[src/sv/noa_pkg.sv]
// Package for the node operation ALU: opcodes, payload structs and constants.
// Used by every module of the block; depends on nothing.
package noa_pkg;
	localparam int FRACTION_BITS = 16;
	localparam int SLOT_COUNT = 3;
	localparam int SLOT_W = (SLOT_COUNT > 1) ? $clog2(SLOT_COUNT) : 1;

	localparam logic [4:0] OP_AND = 5'd0;
	localparam logic [4:0] OP_OR = 5'd1;
	localparam logic [4:0] OP_XOR = 5'd2;
	localparam logic [4:0] OP_NOT = 5'd3;
	localparam logic [4:0] OP_ADD = 5'd4;
	localparam logic [4:0] OP_SUB = 5'd5;
	localparam logic [4:0] OP_MUL = 5'd6;
	localparam logic [4:0] OP_DIV = 5'd7;
	localparam logic [4:0] OP_MOD = 5'd8;
	localparam logic [4:0] OP_PCT = 5'd9;
	localparam logic [4:0] OP_SQRT = 5'd10;
	localparam logic [4:0] OP_SQR = 5'd11;
	localparam logic [4:0] OP_NZ = 5'd12;
	localparam logic [4:0] OP_ZERO = 5'd13;
	localparam logic [4:0] OP_ONE = 5'd14;
	localparam logic [4:0] OP_MEM0 = 5'd15;
	localparam logic [4:0] OP_MEM1 = 5'd16;
	localparam logic [4:0] OP_MEM2 = 5'd17;
	localparam logic [4:0] OP_GT = 5'd18;
	localparam logic [4:0] OP_LT = 5'd19;
	localparam logic [4:0] OP_EQ = 5'd20;
	localparam logic [4:0] OP_MAX = 5'd21;
	localparam logic [4:0] OP_MIN = 5'd22;
	localparam logic [4:0] OP_PASS = 5'd23;

	localparam logic signed [31:0] FX_ONE = 32'sd1 <<< FRACTION_BITS;
	localparam logic [31:0] S32_MAX = 32'h7fff_ffff;
	localparam logic [31:0] S32_MIN = 32'h8000_0000;

	typedef struct packed {
		logic [4:0] mode;
		logic signed [31:0] operand_a;
		logic signed [31:0] operand_b;
	} req_t;

	typedef struct packed {
		logic signed [31:0] result;
		logic overflow;
		logic invalid;
	} rsp_t;

	// saturate a 66-bit signed value to 32 bits
	function automatic logic [32:0] sat66(input logic signed [65:0] v);
		logic [32:0] r;
		if (v > 66'sh0_7fff_ffff) r = {S32_MAX, 1'b1};
		else if (v < -66'sh0_8000_0000) r = {S32_MIN, 1'b1};
		else r = {v[31:0], 1'b0};
		return r;
	endfunction
endpackage

[src/sv/noa_mul.sv]
// Bit-serial shift-add multiplier: 64-bit magnitude product, one bit a cycle.
// Depends on noa_pkg.
module noa_mul (
	input logic clk,
	input logic arst_n,
	input logic start,
	input logic [31:0] mcand,
	input logic [31:0] mplier,
	output logic done,
	output logic [63:0] prod
);
	import noa_pkg::*;

	logic [63:0] acc_q;
	logic [31:0] mpl_q;
	logic [31:0] mc_q;
	logic [5:0] cnt_q;
	logic busy_q;
	logic done_q;

	always_ff @(posedge clk or negedge arst_n) begin
		if (!arst_n) begin
			busy_q <= 1'b0;
			cnt_q <= '0;
			done_q <= 1'b0;
		end else begin
			// flag the cycle after the last step, once the product is complete
			done_q <= busy_q && !start && (cnt_q == 6'd31);
			if (start) begin
				busy_q <= 1'b1;
				cnt_q <= '0;
			end else if (busy_q) begin
				cnt_q <= cnt_q + 6'd1;
				if (cnt_q == 6'd31) busy_q <= 1'b0;
			end
		end
	end

	// add the multiplicand at the top, then shift right
	always_ff @(posedge clk) begin
		if (start) begin
			acc_q <= '0;
			mpl_q <= mplier;
			mc_q <= mcand;
		end else if (busy_q) begin
			logic [32:0] top;
			top = {1'b0, acc_q[63:32]} + (mpl_q[0] ? {1'b0, mc_q} : 33'd0);
			acc_q <= {top, acc_q[31:1]};
			mpl_q <= mpl_q >> 1;
		end
	end

	assign done = done_q;
	assign prod = acc_q;
endmodule

[src/sv/noa_div.sv]
// Bit-serial restoring divider and square root on unsigned 64-bit values,
// one quotient or root bit a cycle. Depends on noa_pkg.
module noa_div (
	input logic clk,
	input logic arst_n,
	input logic start,
	input logic sqrt_mode,
	input logic [63:0] num,
	input logic [63:0] den,
	output logic done,
	output logic [63:0] quo,
	output logic [63:0] rem
);
	import noa_pkg::*;

	logic [63:0] n_q;
	logic [63:0] d_q;
	logic [63:0] q_q;
	logic [65:0] r_q;
	logic [6:0] cnt_q;
	logic busy_q;
	logic done_q;
	logic sq_q;
	logic [6:0] last;

	assign last = sq_q ? 7'd31 : 7'd63;

	always_ff @(posedge clk or negedge arst_n) begin
		if (!arst_n) begin
			busy_q <= 1'b0;
			cnt_q <= '0;
			done_q <= 1'b0;
		end else begin
			// flag the cycle after the last step, once quotient and remainder settle
			done_q <= busy_q && !start && (cnt_q == last);
			if (start) begin
				busy_q <= 1'b1;
				cnt_q <= '0;
			end else if (busy_q) begin
				cnt_q <= cnt_q + 7'd1;
				if (cnt_q == last) busy_q <= 1'b0;
			end
		end
	end

	always_ff @(posedge clk) begin
		if (start) begin
			n_q <= num;
			d_q <= den;
			q_q <= '0;
			r_q <= '0;
			sq_q <= sqrt_mode;
		end else if (busy_q) begin
			logic [65:0] rs;
			logic [65:0] trial;
			if (sq_q) begin
				// bring down two bits, trial is 4q+1
				rs = {r_q[63:0], n_q[63:62]};
				trial = {q_q[63:0], 2'b01};
				n_q <= n_q << 2;
			end else begin
				rs = {r_q[64:0], n_q[63]};
				trial = {2'b00, d_q};
				n_q <= n_q << 1;
			end
			if (rs >= trial) begin
				r_q <= rs - trial;
				q_q <= {q_q[62:0], 1'b1};
			end else begin
				r_q <= rs;
				q_q <= {q_q[62:0], 1'b0};
			end
		end
	end

	assign done = done_q;
	assign quo = q_q;
	assign rem = r_q[63:0];
endmodule

[src/sv/node_operation_alu.sv]
// Signed Q16.16 ALU. One request at a time: logic, compare, add and memory
// ops finish in the decode state; multiply and square use the bit-serial
// multiplier, divide and remainder the one-bit-a-cycle divider, a*b/100
// the multiplier then the divider, and square root the divider.
// The result is held in an output register until taken; the next request is
// taken once it is gone.
module node_operation_alu (
	input logic clk,
	input logic arst_n,
	input logic in_valid,
	output logic in_stall,
	input noa_pkg::req_t in_data,
	output logic out_valid,
	input logic out_stall,
	output noa_pkg::rsp_t out_data
);
	import noa_pkg::*;

	localparam logic [2:0] ST_IDLE = 3'd0;
	localparam logic [2:0] ST_MUL = 3'd1;
	localparam logic [2:0] ST_DIV = 3'd2;
	localparam logic [2:0] ST_OUT = 3'd3;

	logic [2:0] state_q;
	req_t req_q;
	rsp_t rsp_q;
	logic [31:0] slot_q [SLOT_COUNT];

	logic signed [32:0] sum, diff;
	logic [32:0] mag_s;
	logic sgn_a, sgn_b;
	logic [31:0] mag_a, mag_b;
	logic mul_start, mul_done, div_start, div_done;
	logic [31:0] mc, mp;
	logic [63:0] prod, quo, rem, dnum, dden;
	logic dsq;
	logic signed [31:0] a, b;
	logic accept;

	assign a = req_q.operand_a;
	assign b = req_q.operand_b;
	assign sum = {a[31], a} + {b[31], b};
	assign diff = {a[31], a} - {b[31], b};
	assign mag_s = sum[32] ? 33'(-sum) : 33'(sum);
	assign sgn_a = a[31];
	assign sgn_b = b[31];
	assign mag_a = sgn_a ? 32'(-a) : 32'(a);
	assign mag_b = sgn_b ? 32'(-b) : 32'(b);

	assign in_stall = (state_q != ST_IDLE);
	assign accept = in_valid && !in_stall;
	assign out_valid = (state_q == ST_OUT);
	assign out_data = rsp_q;

	logic started_q;

	noa_mul u_mul (.clk, .arst_n, .start(mul_start), .mcand(mc), .mplier(mp),
		.done(mul_done), .prod(prod));
	noa_div u_div (.clk, .arst_n, .start(div_start), .sqrt_mode(dsq), .num(dnum),
		.den(dden), .done(div_done), .quo(quo), .rem(rem));

	always_comb begin
		mc = mag_a;
		mp = mag_b;
		if (req_q.mode == OP_SQR) begin
			mc = mag_s[31:0];
			mp = mag_s[31:0];
		end
	end

	logic [63:0] pct_den;
	assign pct_den = 64'(100) << FRACTION_BITS;

	always_comb begin
		dsq = (req_q.mode == OP_SQRT);
		dnum = 64'({32'd0, mag_a}) << FRACTION_BITS;
		dden = {32'd0, mag_b};
		case (req_q.mode)
			OP_MOD: dnum = {32'd0, mag_a};
			OP_PCT: begin
				dnum = prod;
				dden = pct_den;
			end
			OP_SQRT: dnum = 64'(sum[31:0]) << FRACTION_BITS;
			default: ;
		endcase
	end

	// quick-path result
	rsp_t fast;
	logic fast_only, need_mul;
	always_comb begin
		logic [32:0] s;
		logic [SLOT_W-1:0] sl;
		logic [4:0] off;
		fast = '0;
		fast_only = 1'b1;
		need_mul = 1'b0;
		s = '0;
		off = req_q.mode - OP_MEM0;
		sl = off[SLOT_W-1:0];
		case (req_q.mode)
			OP_AND: fast.result = (a != 0 && b != 0) ? FX_ONE : 32'sd0;
			OP_OR: fast.result = (a != 0 || b != 0) ? FX_ONE : 32'sd0;
			OP_XOR: fast.result = ((a != 0) != (b != 0)) ? FX_ONE : 32'sd0;
			OP_NOT: fast.result = (a != 0) ? 32'sd0 : FX_ONE;
			OP_ADD: begin
				s = sat66(66'(sum));
				fast.result = s[32:1];
				fast.overflow = s[0];
			end
			OP_SUB: begin
				s = sat66(66'(diff));
				fast.result = s[32:1];
				fast.overflow = s[0];
			end
			OP_MUL, OP_PCT: begin
				fast_only = 1'b0;
				need_mul = 1'b1;
			end
			OP_SQR: begin
				if (mag_s[32]) begin
					fast.result = S32_MAX;
					fast.overflow = 1'b1;
				end else begin
					fast_only = 1'b0;
					need_mul = 1'b1;
				end
			end
			OP_DIV: fast_only = (b == 0);
			OP_MOD: begin
				fast_only = (b == 0);
				fast.invalid = (b == 0);
			end
			OP_SQRT: begin
				fast_only = sum[32];
				fast.invalid = sum[32];
			end
			OP_NZ: fast.result = (sum != 0) ? FX_ONE : 32'sd0;
			OP_ONE: fast.result = FX_ONE;
			OP_MEM0, OP_MEM1, OP_MEM2: begin
				if (b == FX_ONE) fast.result = a;
				else if (32'(off) < SLOT_COUNT) fast.result = slot_q[sl];
			end
			OP_GT: fast.result = (a > b) ? FX_ONE : 32'sd0;
			OP_LT: fast.result = (a < b) ? FX_ONE : 32'sd0;
			OP_EQ: fast.result = (a == b) ? FX_ONE : 32'sd0;
			OP_MAX: fast.result = (a > b) ? a : b;
			OP_MIN: fast.result = (a < b) ? a : b;
			OP_PASS: fast.result = a;
			default: ;
		endcase
	end

	// slow-path results from the serial units
	rsp_t slow_mul, slow_div;
	always_comb begin
		logic signed [65:0] v;
		logic [32:0] s;
		logic neg;
		neg = sgn_a ^ sgn_b;
		slow_mul = '0;
		if (req_q.mode == OP_SQR) begin
			v = 66'(prod >> FRACTION_BITS);
		end else begin
			// floor of signed product over 2^F
			v = neg ? -66'(64'((prod + 64'((64'd1 << FRACTION_BITS) - 1)) >>
				FRACTION_BITS)) : 66'(prod >> FRACTION_BITS);
			if (neg && prod != 0) v = -66'((prod - 64'd1) >> FRACTION_BITS) - 66'sd1;
		end
		s = sat66(v);
		slow_mul.result = s[32:1];
		slow_mul.overflow = s[0];

		slow_div = '0;
		case (req_q.mode)
			OP_MOD: slow_div.result = sgn_a ? 32'(-rem[31:0]) : rem[31:0];
			OP_SQRT: slow_div.result = quo[31:0];
			default: begin
				v = neg ? -66'(quo) : 66'(quo);
				s = sat66(v);
				slow_div.result = s[32:1];
				slow_div.overflow = s[0];
			end
		endcase
	end

	assign mul_start = (state_q == ST_MUL) && !started_q && need_mul;
	assign div_start = (state_q == ST_DIV) && !started_q;

	always_ff @(posedge clk or negedge arst_n) begin
		if (!arst_n) begin
			state_q <= ST_IDLE;
			started_q <= 1'b0;
			for (int i = 0; i < SLOT_COUNT; i++) slot_q[i] <= '0;
		end else begin
			unique case (state_q)
				ST_IDLE: if (accept) begin
					state_q <= ST_MUL;
					started_q <= 1'b0;
				end
				ST_MUL: begin
					// first cycle in ST_MUL decodes the registered request
					if (!started_q) begin
						if (fast_only) begin
							state_q <= ST_OUT;
							if ((req_q.mode == OP_MEM0 || req_q.mode == OP_MEM1 ||
								req_q.mode == OP_MEM2) && b == FX_ONE &&
								32'(req_q.mode - OP_MEM0) < SLOT_COUNT)
								slot_q[SLOT_W'(req_q.mode - OP_MEM0)] <= a;
						end else if (!need_mul) begin
							state_q <= ST_DIV;
						end else begin
							started_q <= 1'b1;
						end
					end else if (mul_done) begin
						started_q <= 1'b0;
						if (req_q.mode == OP_PCT) state_q <= ST_DIV;
						else state_q <= ST_OUT;
					end
				end
				ST_DIV: begin
					if (!started_q) started_q <= 1'b1;
					else if (div_done) begin
						started_q <= 1'b0;
						state_q <= ST_OUT;
					end
				end
				ST_OUT: if (!out_stall) state_q <= ST_IDLE;
				default: state_q <= ST_IDLE;
			endcase
		end
	end

	logic mul_wait;
	assign mul_wait = (state_q == ST_MUL) && started_q;

	always_ff @(posedge clk) begin
		if (accept) req_q <= in_data;
		if (state_q == ST_MUL && !started_q && fast_only) rsp_q <= fast;
		else if (mul_wait && mul_done && req_q.mode != OP_PCT) rsp_q <= slow_mul;
		else if (state_q == ST_DIV && started_q && div_done) rsp_q <= slow_div;
	end

	// the slot store happens only on the decode cycle of a memory request
	assert property (@(posedge clk) disable iff (!arst_n)
		$changed(slot_q[0]) |-> $past(state_q == ST_MUL && !started_q))
		else $error("slot written outside a memory request");
	assert property (@(posedge clk) disable iff (!arst_n)
		(state_q == ST_OUT && out_stall) |=> (state_q == ST_OUT && $stable(rsp_q)))
		else $error("held result changed");
	assert property (@(posedge clk) disable iff (!arst_n)
		(mul_done || div_done) |-> (state_q == ST_MUL || state_q == ST_DIV))
		else $error("serial unit finished outside its state");
endmodule

[config.mk]
export PLATFORM = sky130hd
export DESIGN_NAME = node_operation_alu
export DESIGN_NICKNAME = d
export VERILOG_FILES = /design/src/sv/noa_pkg.sv /design/src/sv/noa_mul.sv /design/src/sv/noa_div.sv /design/src/sv/node_operation_alu.sv
export SDC_FILE = /design/constraint.sdc
export NUM_CORES = 2
export LEC_CHECK = 0
export BUFFER_PORTS_ARGS = -buffer_cell sky130_fd_sc_hd__buf_4
export CAP_MARGIN = 20
export CORE_MARGIN = 2
export CORE_UTILIZATION = 40
export DETAILED_ROUTE_END_ITERATION = 10
export GPL_TIMING_DRIVEN = 0
export HOLD_SLACK_MARGIN = 0.1
export PLACE_DENSITY = 0.56
export SLEW_MARGIN = 30
export SYNTH_ARGS = -nofsm -noshare
export SYNTH_HDL_FRONTEND = slang
export SYNTH_SLANG_ARGS = --single-unit
[constraint.sdc]
create_clock -name clk -period 8.16 [get_ports clk]
set_clock_uncertainty 0.1 [all_clocks]
set_input_delay 1.632 -clock clk [delete_from_list [all_inputs] [get_ports clk]]
set_output_delay 1.632 -clock clk [all_outputs]
set_load 0.01 [all_outputs]
**Word-level counts from Yosys, hierarchy flattened**

Cells that the tools add are included.

- Memories: 0
- Bits in writable memories: 0
- Register bits: 606
- Latch bits: 0
- Logic and storage cells: 237
- ROM bits: 0
- Input port bits: 73

- Order comparisons: 15
- Reduce and logical (&&, ||, !) cells: 45
- Add/subtract/negate cells: 18
- Multipliers: 0
- Shift operators: 0
- Div/mod/pow operators: 0
- Muxes and demuxes: 93
- Bitwise gates (word level): 3
- Equality and inequality tests: 37

Operators by type and width:

| cell | number |
|---|---|
| 66-bit two-way mux | 10 |
| 32-bit two-way mux | 16 |
| 32-bit one-hot mux with 16 select lines | 1 |
| 33-bit two-way mux | 9 |
| 64-bit two-way mux | 3 |
| 64-bit one-hot mux with 3 select lines | 1 |
| 17-bit two-way mux | 8 |
| 66-bit by 32-bit greater-than comparator with 1-bit output, second input constant | 2 |
| 66-bit by 32-bit less-than comparator with 1-bit output, second input constant | 2 |
| 34-bit two-way mux | 3 |
| 96-bit bitwise mux | 1 |
| 32-bit negation | 3 |
| 66-bit >= comparator | 1 |
| 33-bit by 32-bit greater-than comparator with 1-bit output, second input constant | 2 |
| 33-bit by 32-bit less-than comparator with 1-bit output, second input constant | 2 |
| 48-bit negation with 66-bit output | 1 |
| 50-bit negation with 66-bit output | 1 |
| 64-bit negation with 66-bit output | 1 |
| 66-bit by 1-bit subtractor with 66-bit output, second input constant | 1 |
| 65-bit two-way mux | 1 |
| 64-bit by 1-bit subtractor with 65-bit output, second input constant | 1 |
| 65-bit subtractor | 1 |
| 64-bit by 16-bit adder with 64-bit output, second input constant | 1 |
| 32-bit binary-select mux with 2-bit select | 1 |
| other kinds (60) | 138 |

**Logic depth before layout (Yosys ltp)**

- Word-level depth: 10
- Depth in mapped cells: 24
- Mapped depth without buffers: 18

**By module**

From an unflattened synthesis, not the netlist that was laid out.

- Cell total of the unflattened synthesis: 5440
- Area total of the unflattened synthesis: 47275.3 um2

Modules (own cells, without submodules):

| module | seq. area each (um2) | times used | cells each | area each (um2) |
|---|---|---|---|---|
| node_operation_alu | 5570.3 | 1 | 3091 | 23993.0 |
| noa_div | 6681.4 | 1 | 1730 | 16483.3 |
| noa_mul | 3403.3 | 1 | 619 | 6799.0 |

**Least setup slack after synthesis**

Ideal clock, no wire load.

- Path kind: register -> register
- Start: register u_div.sq_q
- End: register u_div.r_q[48]
- Required time: 7.932 ns
- Arrival time: 5.494 ns
- Library setup time: 0.128 ns
- Cell stages (with the launch flop): 24
- Buffers on the path: 9
- Slack: 2.438 ns
- Path through: edfxtp_1 clkbuf_1 clkbuf_1 clkbuf_1 buf_1 clkbuf_1 nand2_1 ha_1 clkbuf_1 and4_1 nand4_1 nor4_1 nand2_1 o21bai_1 a21boi_0 o2111ai_1 a31oi_1 a21oi_1 and2_1 clkbuf_1 clkbuf_1 clkbuf_1 a32oi_1 o31ai_1

- Cells in the longest elaborated chain, start to end: 5
- Elaborated cells between the ends (all ways): 9
- Those cells by class: add/sub: 1; order compare: 1; mux: 7

RTL lines:

| element | RTL line | text |
|---|---|---|
| start, declared | noa_div.sv:23 | `logic sq_q;` |
| start signal, assigned | noa_div.sv:52 | `sq_q <= sqrt_mode;` |
| 66-bit two-way mux | noa_div.sv:56 | `if (sq_q) begin` |
| 66-bit two-way mux | noa_div.sv:53 | `end else if (busy_q) begin` |
| 66-bit two-way mux | noa_div.sv:47 | `if (start) begin` |
| 65-bit subtractor / 66-bit >= comparator (equally long branches) | noa_div.sv:67, noa_div.sv:66 |  |
| 65-bit two-way mux * | noa_div.sv:66 | `if (rs >= trial) begin` |
| end signal, assigned | noa_div.sv:67 | `r_q <= rs - trial;` |
| end signal, assigned | noa_div.sv:70 | `r_q <= rs;` |
| end, declared | noa_div.sv:19 | `logic [65:0] r_q;` |

Every way passes the cells marked *; elsewhere a longest branch is shown, timed or not. The select of a mux whose other input is x is not followed.
A chain may end at the register's enable or synchronous reset.

**Worst setup path after layout**

- Start: register req_q, in the netlist b[31]
- End: register rsp_q, in the netlist out_data[12] (data pin)

- Cells in the longest elaborated chain, start to end: 9
- Elaborated cells between the ends (all ways): 42
- Those cells by class: add/sub: 3; order compare: 10; eq/ne: 1; mux: 24; bitwise: 1; reduce/logical: 3

RTL lines:

| element | RTL line | text |
|---|---|---|
| start, declared | node_operation_alu.sv:25 | `req_t req_q;` |
| start signal, assigned | node_operation_alu.sv:239 | `if (accept) req_q <= in_data;` |
| branches (longest 8 deep; another with 32-bit by 32-bit adder with 33-bit output) | n/a |  |
| 34-bit two-way mux * | node_operation_alu.sv:240 | `if (state_q == ST_MUL && !started_q && fast_only) rsp_q <= fast;` |
| end signal, assigned | node_operation_alu.sv:240 |  |
| end signal, assigned | node_operation_alu.sv:241 | `else if (mul_wait && mul_done && req_q.mode != OP_PCT) rsp_q <= slow_mul;` |
| end signal, assigned | node_operation_alu.sv:242 | `else if (state_q == ST_DIV && started_q && div_done) rsp_q <= slow_div;` |
| end, declared | node_operation_alu.sv:26 | `rsp_t rsp_q;` |

Every way passes the cells marked *. The select of a mux whose other input is x is not followed.

==> results.tsv <==
metric	value	unit
status	finished clean	
cts_root_buf	clkbuf_16	
p_comb_share	61.2	%
ys_top_cells_by_area	edfxtp_1 18%, dfxtp_1 8.7%, dfrtp_1 6.6%	
finalCritPeriodShare	98.5	%
power.density	426	nW/um^2
viasPerCell	6.29	
hpwlAfterDp	159000	um
htree_levels	3	
rows	121	
numCtsBuffers	71	
internal-power	0.0104	W
clk_path_buf_depth	3	
nFillCells	10975	
ys_seq_area_share	33.3	%
startpoint_type	register	
io_buffers	108	
synth_top_area_share	17.9	%
core	109000	um^2
netlist_top_cells_count	582 x nor2_1, 415 x a21oi_1, 369 x nand2_1	
routedWlPerCell	28.6	um
synthCells	5232	
ys.flop_type	edfxtp_1	
postSynth.asyncResetShare	20.2	%
ant_nets	0	
drc	0	
first_iter_violations	5552	
grt_usage	34.4	%
fp.dieW	336	um
rsz0062_at_grt	no	
finalNetCount	5686	
yosysUniqueCellTypes	101	
seqPwrFrac	23.7	%
vias	43824	
syn-num-nets	5491	
layout-drive-gt1-share	9.50	%
syn2layout_area_growth	12.1	%
initial_core_util	40.5	%
cts_sinks	573	
p_sw	0.0107	W
relSlewSlack	21.2	%
grt_pass1_vias	40339	
grt_pass1_wl	285000	um
synth.cell_area	44200	um^2
die_h	336	um
final-instance-count-excl-fill	6963	
maxSlewViolCount	0	
cts_hold_buffers	0	
clk_pin_slew_worst_paths	60	ps
utilization	45.4	%
maxCapViolCount	0	
dp.cells	6829	
post-synth-top-count-cell	nor2_1	
worst_pin_slew	1180	ps
arrival	8300	ps
antenna_found_initial	21	
grt_max_degree	78	
synth_area_per_cell	8.44	um^2
insertion_delay	680	ps
synth_top_cell_by_area	edfxtp_1	
cts_tree	done	
p_clk_share	15.1	%
hold_viol	0	
pin_count	109	
fin_crit	8040	ps
path_class	reg2reg	
fmax	124	MHz
routed_wl	199000	um
ys_ff_latch	573	
setup_viol_count_final	0	
cp_max_fo	10	
end_kind	register	
crit_required	8420	ps
peakVddDrop	0.260	mV
leakagePower	19.8	nW
gp_congestion	1.08	
synth_edf_count	264	
yosysWarnings	0	
grt_overflow	0	
setup_tns	0	ps
first_pass_iters	7	
die_area	113000	um^2
switching_share	50.5	%
hold_class	reg2reg	
[final timing paths]
check / from / end / slack (ps) / cells after the start
min in group asynchronous: arst_n / u_mul.cnt_q[2] / 770 / 1
max in group asynchronous: arst_n / slot_q[32] / 6350 / 2
min reg2reg: u_div.r_q[64] / u_div.r_q[64] / 370 / 2
min: u_div.r_q[64] / u_div.r_q[64] / 370 / 2
max reg2reg: b[31] / out_data[12] / 120 / 17
max: b[31] / out_data[12] / 120 / 17
[metrics by stage]
step	hold slack (ps)	setup WS, ps	cell area [um^2]	power, W
floorplan	337	2440	44200	0.0131
global placement	357	-1500	46800	0.0173
detailed placement	356	-885	47100	0.0174
CTS	366	188	49400	0.0207
global route	400	75.3	49500	0.0222
finish	367	122	49500	0.0211
[cell families after synthesis]
kind of cell	synth area share (%)
multiplexers	10.2
buffers and inverters	4.78
AND/OR/NAND/NOR	19.0
adder cells (fa/ha/maj)	5.88
AO/OA/AOI/OAI	21.2
XOR/XNOR	5.77
flip-flops	33.3
[critical path, stage by stage, from the launching register on]
cell	delay, ps
edfxtp_1	540
inv_1	330
ha_1	370
clkbuf_1	300
clkbuf_2	530
clkbuf_2	610
clkbuf_1	550
buf_2	640
nand3_1	200
nor3_2	490
nand2_1	100
nor2_1	350
nor2_1	150
o22ai_1	290
clkbuf_1	490
clkbuf_1	580
a221oi_1	430
o22ai_1	650
[final cells by class]
class                           count  area [um^2]  area share (%)
Multi-Input combinational cell   4112        27500            55.6
Sequential cell                   573        14700            29.7
Clock buffer                       96         2050            4.13
Tap cell                         1476         1850            3.73
Buffer                            394         1580            3.18
Timing Repair Buffer              123         1010            2.04
Inverter                          152          573            1.16
Clock inverter                     35          249           0.503
Antenna cell                        2         5.00          0.0101
[registers in the layout (all words and copies together), names as in the netlist, 2 cells and up]
name / count
out_data: 34
u_div.d_q: 32
req_q: 5
state_q: 2
b: 32
slot_q: 96
u_div.cnt_q: 7
u_mul.mc_q: 32
u_div.r_q: 65
u_div.n_q: 64
u_mul.cnt_q: 6
a: 32
u_mul.prod: 64
u_div.quo: 64
u_mul.mpl_q: 32
[cell usage in the layout, fill, tap and decap left out, types with 128 or more instances in the layout]
master and n:
a21oi_1 415, mux2i_1 262, o21ai_0 349, nor3_1 128, inv_1 147, nor2_1 582, nand2_1 368, mux2_2 158
clkbuf_1 335, xnor2_1 195, dfxtp_1 193, ha_1 182, edfxtp_1 264
[power groups by stage]
stage	Clock (W)	Sequential [W]	Combinational, W
final	0.00318	0.00499	0.0129
after detailed placement	0	0.00500	0.0124
after global placement	0	0.00501	0.0123
after CTS	0.00322	0.00495	0.0125
after global routing	0.00333	0.00505	0.0138
after floorplan	0	0.00463	0.00845
[what timing repair did]
action / in CTS / in global routing
endpoints found under the setup margin: 64 / 65
buffers inserted: 1 / 0
gates resized for setup: 5 / 7
pin swaps: 0 / 0
hold endpoints to repair: 0 / 0
[per-layer routing]
layer / track usage, % / up-vias / part of all wire, %
met4: 18.1 / 16 / 6.1
met2: 52.2 / 2307 / 43
met1: 45.5 / 21320 / 41
met3: 7.72 / 497 / 10
li1: - / 19684 / -
met5: 0 / - / 0.058
Note: power is estimated with default switching activity, not from simulation.
